## config.mk

```make
export PLATFORM = sky130hd
export DESIGN_NAME = kts_mul_lane
export DESIGN_NICKNAME = d
export VERILOG_FILES = /design/src/rtl/core/kts_pkg.sv /design/src/rtl/core/kts_mul_lane.sv
export SDC_FILE = /design/constraint.sdc
export NUM_CORES = 1
export LEC_CHECK = 0
export ABC_AREA = 0
export BUFFER_PORTS_ARGS = -buffer_cell sky130_fd_sc_hd__buf_2
export CAP_MARGIN = 20
export CELL_PAD_IN_SITES_DETAIL_PLACEMENT = 2
export CELL_PAD_IN_SITES_GLOBAL_PLACEMENT = 2
export CORE_ASPECT_RATIO = 1.5
export CORE_MARGIN = 5
export CORE_UTILIZATION = 34
export CTS_CLUSTER_SIZE = 40
export DETAILED_ROUTE_END_ITERATION = 8
export GPL_ROUTABILITY_DRIVEN = 0
export MAX_ROUTING_LAYER = met4
export PLACE_DENSITY_LB_ADDON = 0.3
export SYNTH_ARGS = -nofsm -noshare
export SYNTH_HDL_FRONTEND = slang
export SYNTH_SLANG_ARGS = --single-unit
```

## constraint.sdc

```tcl
create_clock -name clk -period 3.95 [get_ports clk]
set_input_delay 0.395 -clock clk [delete_from_list [all_inputs] [get_ports clk]]
set_output_delay 0.395 -clock clk [all_outputs]
set_load 0.01 [all_outputs]
```

## src/rtl/core/kts_pkg.sv

```systemverilog
// Shared types and fixed constants of the trajectory smoother.
package kts_pkg;

  // Field widths fixed by the interface
  localparam int unsigned SHIFT_W   = 32;
  localparam int unsigned SMOOTH_W  = 48;
  localparam int unsigned NOISE_W   = 32;
  localparam int unsigned CFG_IDX_W = 8;
  localparam int unsigned NUM_AXES  = 3;

  // Configuration register indexes
  localparam logic [CFG_IDX_W-1:0] REG_PROCESS_NOISE     = CFG_IDX_W'(0);
  localparam logic [CFG_IDX_W-1:0] REG_MEASUREMENT_NOISE = CFG_IDX_W'(1);

  // Noise reset values in Q2.30, scaled down for fewer fraction bits
  localparam int unsigned       RESET_FRAC_BITS = 30;
  localparam logic [NOISE_W-1:0] Q_RESET_Q30    = 32'd4294967;
  localparam logic [NOISE_W-1:0] R_RESET_Q30    = 32'd268435456;

  // Control of a bit-serial arithmetic unit
  typedef struct packed {
    logic load;
    logic step;
  } ctl_t;

endpackage

```

## src/rtl/core/kts_mul_lane.sv

```systemverilog
// Shift-add multiplier lane consuming one multiplier bit per cycle while step is set.
module kts_mul_lane #(
  parameter int unsigned A_W = 48,
  parameter int unsigned B_W = 31
) (
  input  logic                 clk,
  input  kts_pkg::ctl_t        ctl,
  input  logic [A_W-1:0]       mcand,
  input  logic [B_W-1:0]       mplier,
  output logic [A_W+B_W-1:0]   prod
);
  import kts_pkg::*;

  localparam int unsigned P_W = A_W + B_W;

  logic [P_W-1:0] acc_r;
  logic [A_W-1:0] mcand_r;
  logic [A_W:0]   sum;

  // Add the multiplicand into the upper half when the low bit is set
  always_comb begin
    sum = {1'b0, acc_r[P_W-1 -: A_W]} + (acc_r[0] ? {1'b0, mcand_r} : '0);
  end

  // Multiplier sits in the low half and drains out as the product shifts in
  always_ff @(posedge clk) begin
    if (ctl.load) begin
      acc_r   <= {{A_W{1'b0}}, mplier};
      mcand_r <= mcand;
    end else if (ctl.step) begin
      acc_r <= {sum, acc_r[B_W-1:1]};
    end
  end

  assign prod = acc_r;

endmodule

```

After elaboration in Yosys (flattened, before gate mapping)

Cells that the tools add are included.

Add/sub/neg operators: 1
$mul: 0
Divide/modulo/power cells: 0
Order comparisons: 0
Equal/unequal tests: 0
Shift operators: 0
Multiplexer cells: 3
Bitwise gates (word level): 0
Reductions and logical operators: 1

Operators by type and width:

| kind               | number |
|---|---|
| $mux W31           | 2 |
| $add A48 B48 Y49   | 1 |
| $mux W48           | 1 |
| $reduce_bool A2 Y1 | 1 |

Flip-flop bits (word level): 127
Latch bits: 0
RAM bits: 0
Memory bits (read-only): 0
Output and inout bits: 79
Logic and storage cells: 8
Memories kept: 0

Longest topological paths before layout

Gate-level depths: netlist of the first run.

Depth after elaboration: 4
Mapped depth: 14
Gate-level depth less buffers: 12

Least setup slack after synthesis of the first run

OpenSTA, ideal clock, no wires.

Path kind: register to register
From: register acc_r[0], in the netlist prod[0]
To: register acc_r[74], in the netlist prod[74]
Data arrival time: 2985 ps
Required time: 3888 ps
Path slack: 902 ps
Cell stages (with the launch flop): 15
Path through: edfxtp_1 clkbuf_1 clkbuf_1 and2_1 ha_1 fa_1 a21oi_1 nor2_1 nor2_1 o31ai_1 a211oi_1 or2_1 nor4_2 or3_1 nand3_1

Cells in the longest elaborated chain, start to end: 2

RTL lines:

| what                     | RTL line           | RTL |
|---|---|---|
| start: declaration       | kts_mul_lane.sv:16 | `logic [P_W-1:0] acc_r;` |
| start signal: assignment | kts_mul_lane.sv:28 | `acc_r <= {{A_W{1'b0}}, mplier};` |
| start signal: assignment | kts_mul_lane.sv:31 | `acc_r <= {sum, acc_r[B_W-1:1]};` |
| $mux W48                 | kts_mul_lane.sv:22 | `sum = {1'b0, acc_r[P_W-1 -: A_W]} + (acc_r[0] ? {1'b0, mcand_r} : '0);` |
| $add A48 B48 Y49         | kts_mul_lane.sv:22 |  |

Every way passes these cells.
A chain may end at the register's enable or synchronous reset.

Worst setup path in the final report of the first run

From: register acc_r[0], in the netlist prod[0]
To: register acc_r[75], in the netlist prod[75]

Same word-level chain as after synthesis.

==> flow_metrics.env, run 1 <==
export IMPL_synth_edff_count=79
export IMPL_drc=0
export IMPL_fin_nets=1061
export IMPL_critical_path_required_ns=4.27
export IMPL_switching_share_pct=32.1
export IMPL_cts_tree="built"
export IMPL_start_util_pct=34.1
export IMPL_routed_wl_mm=25.4
export IMPL_slowest_delay_ns=0.58
export IMPL_slowest_stage="edfxtp_1"
export IMPL_status="complete, no violations"
export IMPL_wl_per_cell_um=20.8
export IMPL_path_buf_inv=2
export IMPL_yosysWarnings=0
export IMPL_portBuffers=160
export IMPL_arrival_ns=3.95
export IMPL_cts_buffer_depth=2
export IMPL_dieHeight_um=193
export IMPL_htreeDepth=4
export IMPL_worstMarginPinSlew_ns=1.03
export IMPL_crit_type="flop to flop"
export IMPL_clock_skew_ns=0.00660
export IMPL_stdcell_count=1222
export IMPL_placementRows=67
export IMPL_irDropWorstVdd_mv=0.296
export IMPL_drive_gt1_share_pct=26.2
export IMPL_start_kind="flop"
export IMPL_power_frac_comb_pct=24.6
export IMPL_n_fill_cell=2415
export IMPL_dp_cells=1187
export IMPL_die_w_um=132
export IMPL_antenna_found_initial=2
export IMPL_drv_cap=0
export IMPL_clock_latency_ns=0.43
export IMPL_power_density_mw_per_mm2=439
export IMPL_drv_slew=0
export IMPL_rsz0062_at_grt="false"
export IMPL_syn_inst=777
export IMPL_grt_usage_pct=20.4
export IMPL_path_cells="buf_4 > and2_1 > ha_1 > and2_1 > and3_1 > a211oi_1 > o21ai_0 > a211o_1 > a31oi_1 > buf_4 > o211ai_1 > xor2_1 > a22o_1"
export IMPL_synth_nets=908
export IMPL_drt_iter0_drc=216
export IMPL_avgSynthCellArea_sq_um=9.76
export IMPL_clock_sinks=127
export IMPL_grt_first_pass_wirelength_mm=40.1
export IMPL_p_sw_uw=1300
export IMPL_fmax_mhz=275
export IMPL_tns_ns=0
export IMPL_grt_max_degree=63
export IMPL_hold_class="input port to flop"
export IMPL_grt_overflow_total=0
export IMPL_vias=6605
export IMPL_root_buffer="clkbuf_16"
export IMPL_ys_seq_area_share_pct=43.9
export IMPL_synth_seq_cells=127
export IMPL_cts_hold_buf=0
export IMPL_yosys_area_top_type="edfxtp_1"
export IMPL_async_flop_share_pct=0
export IMPL_dieArea_sq_mm=0.0255
export IMPL_power_share_clock_pct=34.7
export IMPL_finalSetupViolations=0
export IMPL_grt_pass1_vias=7364
export IMPL_synthToLayoutAreaGrowth_pct=21.4
export IMPL_yosysMostFrequentCell="edfxtp_1"
export IMPL_p_int_uw=2750
export IMPL_path_delay_family="compound AO/OA/AOI/OAI gates"
export IMPL_p_leak_uw=0.00397
export IMPL_dr_pass1_iters=4
export IMPL_min_period_over_period_pct=92.0
export IMPL_power_total_uw=4050
export IMPL_hold_slack_ns=0.137
export IMPL_pin_count=161
export IMPL_vias_per_cell=5.41
export IMPL_synth_area_sq_mm=0.00759
export IMPL_yosysTopAreaCellShare_pct=31.3
export IMPL_hpwlAfterDp_mm=19.4
export IMPL_yosysUniqueCellTypes=64
export IMPL_end_kind="flop"
export IMPL_cp_max_fo=23
export IMPL_hold_viol=0
export IMPL_ant_nets=0
export IMPL_synth_area_leaders="edfxtp_1, dfxtp_1, ha_1"
export IMPL_p_seq_share_pct=40.7
export IMPL_clk_pin_slew_ns=0.06
export IMPL_synth_commonest_cells="edfxtp_1, nor2_1, a21oi_1"
export IMPL_synthFlopType="edfxtp_1"
export IMPL_numCtsBuffers=17
export IMPL_slew_headroom_pct=31.4
export IMPL_min_period_ns=3.63
export IMPL_core_sq_mm=0.0222
==> sequential cells by signal, indices dropped and copies added (netlist names) <==
register	count
prod	79
mcand_r	48
==> per-layer routing <==
metal	track usage (%)	wire length [um]
met5	-	0
met4	6.73	471
met3	3.69	695
met2	39.0	14600
met1	20.8	9610
==> layout make-up <==
cell class	count	area, sq um	area share [%]
multi-input combinational	592	4040	43.8
sequential	127	3330	36.2
timing repair buffer	175	916	9.94
clock buffer	21	440	4.78
tap	276	345	3.75
clock inverter	11	68.8	0.747
inverter	17	63.8	0.693
antenna	3	7.51	0.0815
==> through the flow <==
step	setup WS [ns]	cell area [sq um]	utilization (%)
after detailed placement	0.267	8680	39.1
final	0.316	9210	41.5
after global routing	0.0963	9210	41.5
after floorplan	0.902	7590	-
after CTS	0.242	9190	41.4
after global placement	0.407	8680	39.1
==> worst register-to-register path, stage by stage (launching register included) <==
cell and delay (ns):
edfxtp_1 0.58, buf_4 0.29, and2_1 0.17, ha_1 0.39, and2_1 0.25, and3_1 0.19
a211oi_1 0.39, o21ai_0 0.19, a211o_1 0.28, a31oi_1 0.14, buf_4 0.16, o211ai_1 0.12
xor2_1 0.17, a22o_1 0.21
==> path summary, 6_finish.rpt <==
check,startpoint,end,slack [ns],depth (start not counted)
worst min register to register,prod[58],prod[58],0.50,2
worst max-delay path,prod[0],prod[75],0.32,13
worst min-delay path,mcand[5],mcand_r[5],0.14,1
worst max register to register,prod[0],prod[75],0.32,13
==> placed cells by master, fill, tap and decap left out, types with 4 or more instances in the layout <==
cell,count
o21a_1,5
mux2i_1,15
nand3_1,20
nand2_1,57
inv_1,16
ha_1,48
xnor2_1,26
nor3_1,13
a21oi_1,62
clkinv_2,5
o21bai_1,13
clkbuf_1,4
xor2_1,12
nand4_1,12
clkbuf_16,17
dfxtp_1,48
a211oi_1,8
nor2b_1,6
buf_4,16
and2_1,51
or3_1,5
a21o_1,21
o21ai_0,48
a31oi_1,8
mux2_2,31
nand2b_1,4
buf_2,159
nor2_1,72
edfxtp_1,79
==> power groups by stage <==
stage          Combinational [uW]  Clock [uW]  Sequential [uW]
2_1_floorplan                 600           0             1690
3_3_place_gp                  968           0             1670
3_5_place_dp                  996           0             1670
4_1_cts                      1010        1440             1650
5_1_grt                      1100        1500             1660
6_report                      997        1400             1650
==> repair_timing <==
item                                    in CTS  in global routing
setup buffers                                0                  0
endpoints found under the setup margin       0                  1
resized for setup                            0                  2
==> cells by family (layout without fill, tap and decap cells) <==
group | after synthesis | in the layout | synth area share (%)
compound gates | 197 | 197 | 16.8
xor+xnor | 38 | 38 | 4.39
fa+ha+maj | 49 | 49 | 8.18
buf+inv | 58 | 224 | 3.00
flops | 127 | 127 | 43.9
mux | 46 | 46 | 6.58
other cells | 0 | 3 | 0
simple gates | 262 | 262 | 17.1
Note: power is estimated with default switching activity, not from simulation.
==> run 2, diff against run 1 <==
CELL_PAD_IN_SITES_DETAIL_PLACEMENT = 0   (was 2)
CELL_PAD_IN_SITES_GLOBAL_PLACEMENT = 1   (was 2)
CORE_UTILIZATION = 42   (was 34)
==> flow_metrics.env, run 2 (synthesis gave the netlist of run 1 again) <==
export IMPL_status="complete, no violations"
export IMPL_drt_iter0_drc=315
export IMPL_die_w_um=120
export IMPL_critical_path_required_ns=4.31
export IMPL_power_total_uw=4210
export IMPL_r2r_end="prod[78]"
export IMPL_vias=6232
export IMPL_p_int_uw=2950
export IMPL_antenna_found_initial=0
export IMPL_setup_slack_ns=0.294
export IMPL_drc=0
export IMPL_tns_ns=0
export IMPL_finalSetupViolations=0
export IMPL_root_buffer="clkbuf_16"
export IMPL_drive_gt1_share_pct=26.4
export IMPL_fmax_mhz=274
export IMPL_preCtsSetupSlack_ns=0.384
export IMPL_grtUsageMet2_pct=35.2
export IMPL_htreeDepth=4
export IMPL_dieHeight_um=175
export IMPL_place_area_sq_mm=0.00859
export IMPL_largest_register_ffs=79
export IMPL_worstMarginPinSlew_ns=0.737
export IMPL_rr_startpoint="prod[0]"
export IMPL_p_seq_share_pct=38.8
export IMPL_synthToLayoutAreaGrowth_pct=21.3
export IMPL_wl_per_cell_um=17.2
export IMPL_grt_busiest_layer="met2"
export IMPL_diodes=0
export IMPL_final_common_cell="buf_2"
export IMPL_core_sq_mm=0.0179
export IMPL_pin_count=161
export IMPL_start_util_pct=42.5
export IMPL_final_cell_area_sq_mm=0.00920
export IMPL_clock_sinks=127
export IMPL_routed_wl_mm=20.0
export IMPL_power_frac_comb_pct=22.4
export IMPL_min_period_over_period_pct=92.6
export IMPL_p_leak_uw=0.00400
export IMPL_cts_hold_buf=0
export IMPL_ff2ff_path_depth=12
export IMPL_drv_slew=0
export IMPL_clk_pin_slew_ns=0.06
export IMPL_rsz0062_at_grt="false"
export IMPL_start_kind="flop"
export IMPL_drv_cap=0
export IMPL_cp_max_fo=14
export IMPL_power_share_clock_pct=38.7
export IMPL_arrival_ns=4.02
export IMPL_hp_start="mcand[13]"
export IMPL_cts_tree="built"
export IMPL_switching_share_pct=29.9
export IMPL_gr_usage_met3_pct=3.95
export IMPL_regToRegSetupSlack_ns=0.29
export IMPL_end_kind="flop"
export IMPL_fin_nets=1059
export IMPL_grt_first_pass_wirelength_mm=32.4
export IMPL_hpwlAfterDp_mm=15.3
export IMPL_min_path_cells=1
export IMPL_n_fill_cell=1724
export IMPL_ctsResizeCount=0
export IMPL_crit_type="flop to flop"
export IMPL_final_cell_mix="buf_2, edfxtp_1, nor2_1, a21oi_1, nand2_1"
export IMPL_grtUsageMet1_pct=22.2
export IMPL_grt_usage_pct=19.9
export IMPL_p_sw_uw=1260
export IMPL_power_density_mw_per_mm2=457
export IMPL_portBuffers=160
export IMPL_min_to="mcand_r[13]"
export IMPL_slew_headroom_pct=50.5
export IMPL_dr_pass1_iters=5
export IMPL_hold_class="input port to flop"
export IMPL_ant_nets=0
export IMPL_clock_latency_ns=0.42
export IMPL_grt_max_degree=57
export IMPL_grt_pass1_vias=6419
export IMPL_clock_skew_ns=0.00734
export IMPL_cts_buffer_depth=2
export IMPL_min_period_ns=3.66
export IMPL_irDropWorstVdd_mv=0.308
export IMPL_hold_viol=0
export IMPL_grt_overflow_total=0
export IMPL_dieArea_sq_mm=0.0209
export IMPL_post_cts_setup_buffer_count=0
export IMPL_placementRows=60
export IMPL_numCtsBuffers=17
export IMPL_vias_per_cell=5.38
==> run 2: power groups by stage <==
stage | clock network, uW | logic (uW) | registers [uW]
after detailed placement | 0 | 943 | 1660
after global routing | 1730 | 1050 | 1650
after CTS | 1660 | 949 | 1640
final | 1630 | 943 | 1630
after floorplan | 0 | 600 | 1690
after global placement | 0 | 942 | 1660
==> run 2: cell type report <==
class | instances | area, sq um | share of cell area, %
Multi-Input combinational cell | 592 | 4030 | 43.7
Clock buffer | 17 | 425 | 4.62
Inverter | 17 | 63.8 | 0.693
Sequential cell | 127 | 3330 | 36.2
Clock inverter | 15 | 184 | 2.00
Timing Repair Buffer | 173 | 901 | 9.79
Tap cell | 217 | 272 | 2.95
==> run 2: worst max-delay path, stage by stage (launching register included) <==
cell and delay, ns:
edfxtp_1 0.62, and2_1 0.20, ha_1 0.21, fa_1 0.23, a21oi_1 0.09, nor2_1 0.23, nor2_1 0.14, o31ai_1 0.63
a211oi_1 0.25, or2_1 0.32, nor4_2 0.36, o21ai_0 0.17, a21oi_1 0.14
==> run 2: through the flow <==
stage	cells	utilization (%)	hold slack (ns)
final	1158	51.5	0.141
after global routing	1158	51.5	0.127
after CTS	1158	51.5	0.130
after detailed placement	1126	48.1	0.477
after global placement	1126	48.1	0.469
after floorplan	777	-	0.494
==> run 2: worst max-delay path by stage <==
stage / startpoint / slack (ns) / end / cells past startpoint
detailed placement: prod[0] / 0.38 / prod[78] / 12
CTS: prod[0] / 0.38 / prod[78] / 12
global placement: prod[0] / 0.45 / prod[64] / 12
global route: prod[0] / 0.03 / prod[74] / 12
floorplan: prod[0] / 0.90 / prod[74] / 14
finish: prod[0] / 0.29 / prod[78] / 12
==> run 2: metal layers <==
| layer | vias to the layer above | routed length (um) |
|---|---|---|
| li1 | 3142 | - |
| met5 | - | 0 |
| met4 | 0 | 526 |
| met3 | 40 | 781 |
| met2 | 139 | 10600 |
| met1 | 2911 | 8070 |
