`src/rtl/core/kts_pkg.sv`:
```
// Shared types and fixed constants of the trajectory smoother.
package kts_pkg;

  // Field widths fixed by the interface
  localparam int unsigned SHIFT_W   = 32;
  localparam int unsigned SMOOTH_W  = 48;
  localparam int unsigned NOISE_W   = 32;
  localparam int unsigned CFG_IDX_W = 8;
  localparam int unsigned NUM_AXES  = 3;

  // Configuration register indexes
  localparam logic [CFG_IDX_W-1:0] REG_PROCESS_NOISE     = CFG_IDX_W'(0);
  localparam logic [CFG_IDX_W-1:0] REG_MEASUREMENT_NOISE = CFG_IDX_W'(1);

  // Noise reset values in Q2.30, scaled down for fewer fraction bits
  localparam int unsigned       RESET_FRAC_BITS = 30;
  localparam logic [NOISE_W-1:0] Q_RESET_Q30    = 32'd4294967;
  localparam logic [NOISE_W-1:0] R_RESET_Q30    = 32'd268435456;

  // Control of a bit-serial arithmetic unit
  typedef struct packed {
    logic load;
    logic step;
  } ctl_t;

endpackage

```
`src/rtl/core/kts_serial_div.sv`:
```
// Restoring divider producing one quotient bit per cycle while step is set.
module kts_serial_div #(
  parameter int unsigned NUM_W = 32,
  parameter int unsigned DEN_W = 33,
  parameter int unsigned Q_W   = 31
) (
  input  logic               clk,
  input  kts_pkg::ctl_t      ctl,
  input  logic [NUM_W-1:0]   num,
  input  logic [DEN_W-1:0]   den,
  output logic [Q_W-1:0]     quot
);
  import kts_pkg::*;

  logic [DEN_W:0]   rem_r;
  logic [Q_W-1:0]   quot_r;
  logic             ge;
  logic [DEN_W:0]   sub;
  logic [DEN_W:0]   kept;

  // Trial subtract of the divisor from the partial remainder
  always_comb begin
    ge   = (rem_r >= {1'b0, den});
    sub  = rem_r - {1'b0, den};
    kept = ge ? sub : rem_r;
  end

  // Load the numerator, then shift one quotient bit in per step
  always_ff @(posedge clk) begin
    if (ctl.load) begin
      rem_r  <= (DEN_W+1)'(num);
      quot_r <= '0;
    end else if (ctl.step) begin
      rem_r  <= {kept[DEN_W-1:0], 1'b0};
      quot_r <= {quot_r[Q_W-2:0], ge};
    end
  end

  assign quot = quot_r;

endmodule

```
`config.mk`:
```
export PLATFORM = sky130hd
export DESIGN_NAME = kts_serial_div
export DESIGN_NICKNAME = d
export VERILOG_FILES = /design/src/rtl/core/kts_pkg.sv /design/src/rtl/core/kts_serial_div.sv
export SDC_FILE = /design/constraint.sdc
export NUM_CORES = 1
export LEC_CHECK = 0
export BUFFER_PORTS_ARGS = -buffer_cell sky130_fd_sc_hd__buf_4
export CAP_MARGIN = 10
export CORE_MARGIN = 5
export CORE_UTILIZATION = 60
export CTS_CLUSTER_DIAMETER = 80
export DETAILED_ROUTE_END_ITERATION = 7
export GPL_TIMING_DRIVEN = 1
export PLACE_DENSITY_LB_ADDON = 0.15
export SLEW_MARGIN = 25
export SYNTH_ARGS = -nofsm -noshare
export SYNTH_HDL_FRONTEND = slang
export SYNTH_SLANG_ARGS = --single-unit
```
`constraint.sdc`:
```
create_clock -name clk -period 5.1 [get_ports clk]
set_clock_uncertainty 0.1 [all_clocks]
set_input_delay 1.02 -clock clk [delete_from_list [all_inputs] [get_ports clk]]
set_output_delay 1.02 -clock clk [all_outputs]
set_load 0.05 [all_outputs]
```
# After elaboration in Yosys (flattened, before gate mapping)
# Index checks and enable logic that the tools add are counted.
[totals] reg_bits=65 elab_cells=9
[op_classes] reduce_logical=1 n_mux=3 addsub=1 magnitude_cmp=1
[op_table] op="two-way mux 32 bit" n=2
[op_table] op="greater-or-equal comparator 34 x 33 -> 1 bit" n=1
[op_table] op="two-way mux 33 bit" n=1
[op_table] op="subtractor 33 bit" n=1
[op_table] op="nonzero test 2 bit" n=1

# Depth between registers and ports, before layout
# Gate-level depths: netlist of the first run.
[logic_depth] depth_word=4 ltp_mapped=14 mapped_depth_nobuf=12

# Worst setup path before layout of the first run
# OpenSTA, ideal clock, no wires.
[synth_timing] path_kind="in2reg" startpoint="input port den[9]" endpoint="register rem_r[2], data pin" arrival_time_ns=3.214 cell_stages=12 setup_slack_ns=1.521 t_required_ns=4.735 path_buffers=2 path_cell_list="inv_1 ha_1 and3_4 and3_4 and4_4 or4_4 a21oi_4 or2_1 buf_6 buf_8 mux2i_1 o21ai_1"
[synth_via] elab_chain_cells=4
[synth_lines] element="from (decl)" line="kts_serial_div.sv:10" rtl="input logic [DEN_W-1:0] den,"
[synth_lines] element="greater-or-equal comparator 34 x 33 -> 1 bit" line="kts_serial_div.sv:23" rtl="ge = (rem_r >= {1'b0, den});"
[synth_lines] element="two-way mux 33 bit" line="kts_serial_div.sv:25" rtl="kept = ge ? sub : rem_r;"
[synth_lines] element="two-way mux 32 bit" line="kts_serial_div.sv:33" rtl="end else if (ctl.step) begin"
[synth_lines] element="two-way mux 32 bit" line="kts_serial_div.sv:30" rtl="if (ctl.load) begin"
[synth_lines] element="to (signal assigned)" line="kts_serial_div.sv:31" rtl="rem_r <= (DEN_W+1)'(num);"
[synth_lines] element="to (signal assigned)" line="kts_serial_div.sv:34" rtl="rem_r <= {kept[DEN_W-1:0], 1'b0};"
[synth_lines] element="to (decl)" line="kts_serial_div.sv:15" rtl="logic [DEN_W:0] rem_r;"
# No other way between the ends. The select of a mux whose other input is x is not followed.
# A chain may end at the register's enable or synchronous reset.

# Worst setup path in the final report of the first run
[layout_timing] startpoint="input port den[9]" endpoint="register rem_r[11], data pin"
[layout_via] elab_chain_cells=4
[layout_lines] element="subtractor 33 bit or greater-or-equal comparator 34 x 33 -> 1 bit (tied branches)" line="kts_serial_div.sv:24, kts_serial_div.sv:23"
[layout_lines] element="two-way mux 33 bit *" line="kts_serial_div.sv:25"
[layout_lines] element="two-way mux 32 bit *" line="kts_serial_div.sv:33"
[layout_lines] element="two-way mux 32 bit *" line="kts_serial_div.sv:30"
# Mark *: on every way between the ends. The rest lies on a longest branch, timed or not. The select of a mux whose other input is x is not followed.

==> results of run 1 <==
-- state kept, by name, summed over array words and instances (netlist names) --
name and count:
rem_r 34, quot 31
-- cell type report --
type	instances	area, um2	area share (%)
Clock buffer	10	149	2.58
Clock inverter	6	48.8	0.844
Inverter	43	161	2.79
Multi-Input combinational cell	422	2910	50.4
Sequential cell	65	1620	28.1
Tap cell	102	128	2.21
Timing Repair Buffer	101	758	13.1
-- worst paths after layout --
kind	startpoint	endpoint	slack [ns]	cells after the start
max	den[9]	rem_r[11]	1.19	12
max reg2reg	rem_r[9]	rem_r[11]	1.57	10
min reg2reg	quot[24]	quot[24]	0.43	2
min	quot[24]	quot[24]	0.43	2
-- metal layers --
metal  vias up  wire length, um  track usage (%)
li1       2182                -                -
met1      2074             5350             32.1
met2       170             5910             41.6
met3        16              864             6.03
met4         0              165             6.83
met5         -                0                0
-- where the power goes --
part | switching (mW) | internal (mW) | total, mW
logic | 0.644 | 0.466 | 1.11
registers | 0.0468 | 0.643 | 0.690
clock network | 0.229 | 0.210 | 0.439
total | 0.920 | 1.32 | 2.24
-- worst max-delay path: cells and delay by family --
kind | cells | cell delay (ns)
compound gates | 4 | 1.30
fa+ha+maj | 1 | 0.36
buf+inv | 3 | 0.36
simple gates | 4 | 0.86
-- through the flow --
step           util [%]  hold WS [ns]  instance area [um2]  worst slack, ns  instances
6_report           74.0         0.430                 5780             1.19        749
5_1_grt            74.0         0.472                 5780             1.00        749
4_1_cts            74.0         0.435                 5780             1.25        749
3_5_place_dp       71.5         0.412                 5580            0.896        733
3_3_place_gp       71.5         0.378                 5580            0.930        733
2_1_floorplan         -         0.375                 4830             1.52        557
-- logic make-up (layout without fill, tap and decap cells) --
logic type | count (synthesis) | count (layout) | synth area share [%]
compound gates | 146 | 146 | 20.4
xor+xnor | 22 | 22 | 3.99
fa+ha+maj | 34 | 34 | 8.95
buf+inv | 70 | 160 | 6.24
flops | 65 | 65 | 33.5
mux | 43 | 43 | 8.93
simple gates | 177 | 177 | 18.0
-- cell usage in the layout, fill, tap and decap left out, drive strengths merged, types with 4 or more instances in the layout --
cell / n
nor3: 12
nor2: 47
o21ai: 38
ha: 33
edfxtp: 32
and3: 9
nand3: 14
a2bb2oi: 6
clkinv: 5
nand2b: 4
xnor2: 15
nor4: 4
a31oi: 14
or2: 6
inv: 44
clkbuf: 10
buf: 101
mux2i: 42
a21oi: 34
dfxtp: 33
a211oi: 6
and2: 6
nand2: 55
xor2: 7
o21bai: 4
nand4: 5
o211ai: 6
a21o: 13
o21a: 4
==> results.tsv, run 1 <==
stage	metric	value	unit
floorplanning	dieArea	9950	um2
global_routing	grt_pass1_vias	4424	
status	outcome	finished clean	
routing	drt_iter0_drc	217	
routing	routed_wl	12.3	mm
cells_and_area	drive_gt1_share	21.0	%
setup_path	crit_type	primary input to register	
setup_path	critPathMaxFanout	17	
clock_tree	cts_sinks	65	
power	p_per_area	387	nW/um2
clock_tree	h-tree-depth	3	
logic_synthesis	yosys.area.top_type	edfxtp_1	
placement	hpwl	9.02	mm
routing	viasPerCell	5.93	
cells_and_area	diodes	0	
logic_synthesis	synth_top_cell_area_share	19.9	%
placement	place.gp.congestion	0.914	
logic_synthesis	synth_most_common_cell	nand2_1	
setup_path	path_cells	buf_4 -> inv_1 -> ha_1 -> a211oi_1 -> nor2_1 -> a311oi_1 -> a31oi_4 -> a21oi_4 -> or2_1 -> buf_4 -> or4_1 -> nand3_1	
job	max-cap-violations	0	
logic_synthesis	synth_edf_count	32	
logic_synthesis	synth_commonest_cells	nand2_1 (55), nor2_1 (47), inv_1 (43), mux2i_1 (42)	
clock_tree	cts_setup_buffers	0	
min_path	min_path_type	register to register	
timing	slew_viol_final	0	
timing	report.final.setup_viol	0	
logic_synthesis	yosys_warnings	0	
placement	port_buffers	98	
global_routing	grt_max_degree	86	
setup_path	crit_path_max_incr_delay	0.61	ns
logic_synthesis	ys_seq_area_share	33.5	%
floorplanning	dieWidth	99.8	um
power	p_leak	2.68	nW
logic_synthesis	async_flop_share	0	%
logic_synthesis	synth.area.top_cells	edfxtp_1 (20%), dfxtp_1 (14%), mux2i_1 (8.7%)	
setup_path	cp.arrival	3.90	ns
timing	rsz0062_at_grt	no	
setup_path	cp-end-kind	register	
logic_synthesis	ys_ff_latch	65	
clock_tree	cts_tree	built	
global_routing	globalRouteOverflowTotal	0	
setup_path	cp_slowest_cell	or2_1	
clock_tree	postCtsResizedCells	0	
power	ir_drop	0.197	mV
logic_synthesis	syn_nets	659	
cells_and_area	nFillCells	608	
logic_synthesis	synthDistinctLibCells	67	
clock_tree	ctsRootBufferMaster	clkbuf_8	
power	p_total	2.24	mW
timing	finalHoldViolations	0	
floorplanning	initial_utilization	61.9	%
global_routing	grt_usage	24.9	%
clock_tree	numCtsBuffers	9	
routing	routedWlPerCell	16.4	um
cells_and_area	syn_to_final_growth	19.6	%
logic_synthesis	syn_inst	557	
timing	period_minus_slack	3.91	ns
clock_tree	clkLatencyLatePin	0.35	ns
timing	fmax	256	MHz
logic_synthesis	synth_area	4830	um2
floorplanning	io_pins	99	
timing	fin_crit_sh	76.6	%
clock_tree	clk_pin_slew	0.08	ns
routing	drcViolationCount	0	
timing	worst_pin_slew	0.842	ns
floorplanning	placeableCoreArea	7810	um2
setup_path	crit_path_frequent_cell	buf_4	
floorplanning	rows	32	
global_routing	grt_pass1_wl	20.4	mm
logic_synthesis	synth-main-ff-cell	dfxtp_1	
routing	drtPass1Iterations	7	
routing	via_count	4442	
floorplanning	die_h	99.8	um
global_routing	antenna_found_initial	0	
setup_path	cp.required	5.10	ns
cells_and_area	fin_nets	744	
routing	ant_nets	0	
timing	slew_headroom	43.9	%
timing	setup_tns	0	ns
setup_path	start_kind	primary input	
logic_synthesis	syn_area_per_cell	8.68	um2
clock_tree	clk_path_buf_depth	2	
clock_tree	holdBufCountCts	0	
(Power assumes the default switching activity.)
==> inputs of run 2 (changes only) <==
--- a/config.mk
+++ b/config.mk
@@ -8,7 +8,7 @@
 export BUFFER_PORTS_ARGS = -buffer_cell sky130_fd_sc_hd__buf_4
 export CAP_MARGIN = 10
 export CORE_MARGIN = 5
-export CORE_UTILIZATION = 60
+export CORE_UTILIZATION = 56
 export CTS_CLUSTER_DIAMETER = 80
 export DETAILED_ROUTE_END_ITERATION = 7
 export GPL_TIMING_DRIVEN = 1
==> constraint.sdc (replaced) <==
create_clock -name clk -period 3.9 [get_ports clk]
set_clock_uncertainty 0.1 [all_clocks]
set_input_delay 0.78 -clock clk [delete_from_list [all_inputs] [get_ports clk]]
set_output_delay 0.78 -clock clk [all_outputs]
set_load 0.05 [all_outputs]
==> run 2 against run 1 <==
Compared with the run above:
- final area up 1.0%
- global-route usage down 1.3 points
- combinational power up 34%
- core utilization down 3.7 points
- register-to-register slack worse by 1.1 ns
- sequential power up 30%
- first-iteration DRC count down 4.1%
- critical endpoint is now rem_r[15]
- largest cell class unchanged
==> results.tsv, run 2 (same netlist as run 1, synthesis figures left out) <==
stage	metric	value	unit
status	outcome	finished clean	
cells_and_area	fin_nets	750	
clock_tree	h-tree-depth	3	
floorplanning	placeableCoreArea	8300	um2
clock_tree	cts_setup_buffers	0	
routing	drtPass1Iterations	5	
setup_path	r2r-end	rem_r[15]	
clock_tree	numCtsBuffers	9	
global_routing	grt_usage	23.6	%
power	p_total	2.97	mW
placement	hpwl	9.23	mm
clock_tree	postCtsResizedCells	0	
setup_path	cp.arrival	3.51	ns
routing	wl_met3	728	um
setup_path	worstRegToRegCells	10	
timing	setup_tns	0	ns
floorplanning	initial_utilization	58.3	%
timing	worst_pin_slew	0.868	ns
cells_and_area	postLayoutCoreUtil	70.4	%
routing	via_count	4405	
timing	fin_crit_sh	90.6	%
floorplanning	dieWidth	103	um
power	ir_drop	0.233	mV
global_routing	grt_pass1_wl	20.1	mm
routing	drcViolationCount	0	
min_path	hp-start	quot[30]	
global_routing	grt_max_degree	86	
timing	period_minus_slack	3.54	ns
routing	ant_nets	0	
timing	slew_viol_final	0	
setup_path	cp_slowest_cell	nor2_2	
clock_tree	cts_sinks	65	
routing	wl_met2	6.02	mm
clock_tree	holdBufCountCts	0	
floorplanning	rows	33	
cells_and_area	mostFrequentLayoutCells	buf_4 (106), nand2_1 (55), nor2_1 (46), inv_1 (43), mux2i_1 (42)	
routing	top_layer_used	met4	
min_path	hold_end	quot[30]	
setup_path	critPathMaxFanout	12	
setup_path	path_cells	buf_4 -> ha_1 -> inv_1 -> fa_1 -> a21oi_1 -> o211ai_1 -> o211ai_4 -> a31oi_4 -> a21oi_4 -> nor2_2 -> buf_4 -> mux2i_1 -> o21ai_0	
global_routing	globalRouteOverflowTotal	0	
timing	report.final.setup_viol	0	
clock_tree	clkLatencyLatePin	0.35	ns
power	p_per_area	509	nW/um2
cells_and_area	nFillCells	682	
clock_tree	ctsRootBufferMaster	clkbuf_8	
routing	met1Wirelength	5.38	mm
timing	finalWorstSetupSlack	0.365	ns
setup_path	crit_path_frequent_cell	buf_4	
placement	dpl.cell_count	742	
cells_and_area	layoutNonFillerInstCount	758	
cells_and_area	syn_to_final_growth	20.8	%
timing	fmax	283	MHz
timing	slew_headroom	42.1	%
cells_and_area	max_flop_register	rem_r	
floorplanning	io_pins	99	
min_path	min_path_type	register to register	
setup_path	crit_path_max_incr_delay	0.57	ns
placement	placedInstanceArea	5640	um2
timing	finalHoldViolations	0	
setup_path	crit_buf_inv	3	
cells_and_area	largest_reg_flops	34	
timing	whs	0.407	ns
setup_path	path_delay_family	compound AO/OA/AOI/OAI gates	
routing	viasPerCell	5.81	
cells_and_area	fin_area	5840	um2
setup_path	cp-end-kind	register	
routing	routed_wl	12.3	mm
floorplanning	die_h	103	um
setup_path	cp.required	3.88	ns
cells_and_area	drive_gt1_share	21.7	%
placement	port_buffers	98	
min_path	whs_path_depth	2	
placement	place.gp.congestion	0.946	
job	max-cap-violations	0	
floorplanning	dieArea	10600	um2
power	p_leak	2.71	nW
clock_tree	clk_pin_slew	0.09	ns
placement	place_ws	0.0514	ns
global_routing	grt_pass1_vias	4369	
setup_path	start_kind	primary input	
setup_path	r2r_slack	0.51	ns
cells_and_area	diodes	0	
clock_tree	cts_tree	built	
routing	drt_iter0_drc	208	
setup_path	crit_type	primary input to register	
cells_and_area	final_common_cell	buf_4	
clock_tree	clk_path_buf_depth	2	
timing	rsz0062_at_grt	no	
routing	routedWlPerCell	16.3	um
global_routing	antenna_found_initial	0	
setup_path	timing.rr.start	rem_r[15]	
run 2: cell types whose count changed in the layout (fill, tap and decap cells not counted), sizes merged:
| cell | previous run | this run |
|---|---|---|
| clkinv | 5 | 3 |
| inv | 44 | 46 |
| buf | 101 | 107 |
run 2: power breakdown:
group / switching [mW] / internal [mW]
registers: 0.0598 / 0.841
logic: 0.846 / 0.643
clock network: 0.306 / 0.276
total: 1.21 / 1.76
run 2: layout make-up:
| class | instances | area, um2 | area share (%) |
|---|---|---|---|
| tap | 105 | 131 | 2.25 |
| clock buffer | 10 | 149 | 2.55 |
| clock inverter | 6 | 46.3 | 0.793 |
| timing repair buffer | 107 | 816 | 14.0 |
| multi-input combinational | 422 | 2910 | 49.9 |
| sequential | 65 | 1620 | 27.8 |
| inverter | 43 | 161 | 2.76 |
run 2: per-layer routing:
layer,vias to the layer above,global-route usage [%]
met2,142,40.2
met5,-,0
met4,0,7.07
met1,2048,30.1
met3,21,4.87
li1,2194,-
run 2: worst max-delay path by stage:
stage,end,depth (start not counted),slack [ns],startpoint
global placement,rem_r[17],13,0.21,den[0]
finish,rem_r[15],13,0.36,den[0]
floorplan,rem_r[2],12,0.56,den[9]
CTS,rem_r[6],13,0.43,den[0]
global route,rem_r[12],13,0.21,den[0]
detailed placement,rem_r[6],13,0.05,den[0]
run 2: worst register-to-register path, delay by kind of cell, from the launching register on:
kind / cells / cell delay [ns]
compound gates: 6 / 1.09
fa+ha+maj: 1 / 0.43
buf+inv: 1 / 0.30
flops: 1 / 0.41
mux: 1 / 0.22
simple gates: 1 / 0.57
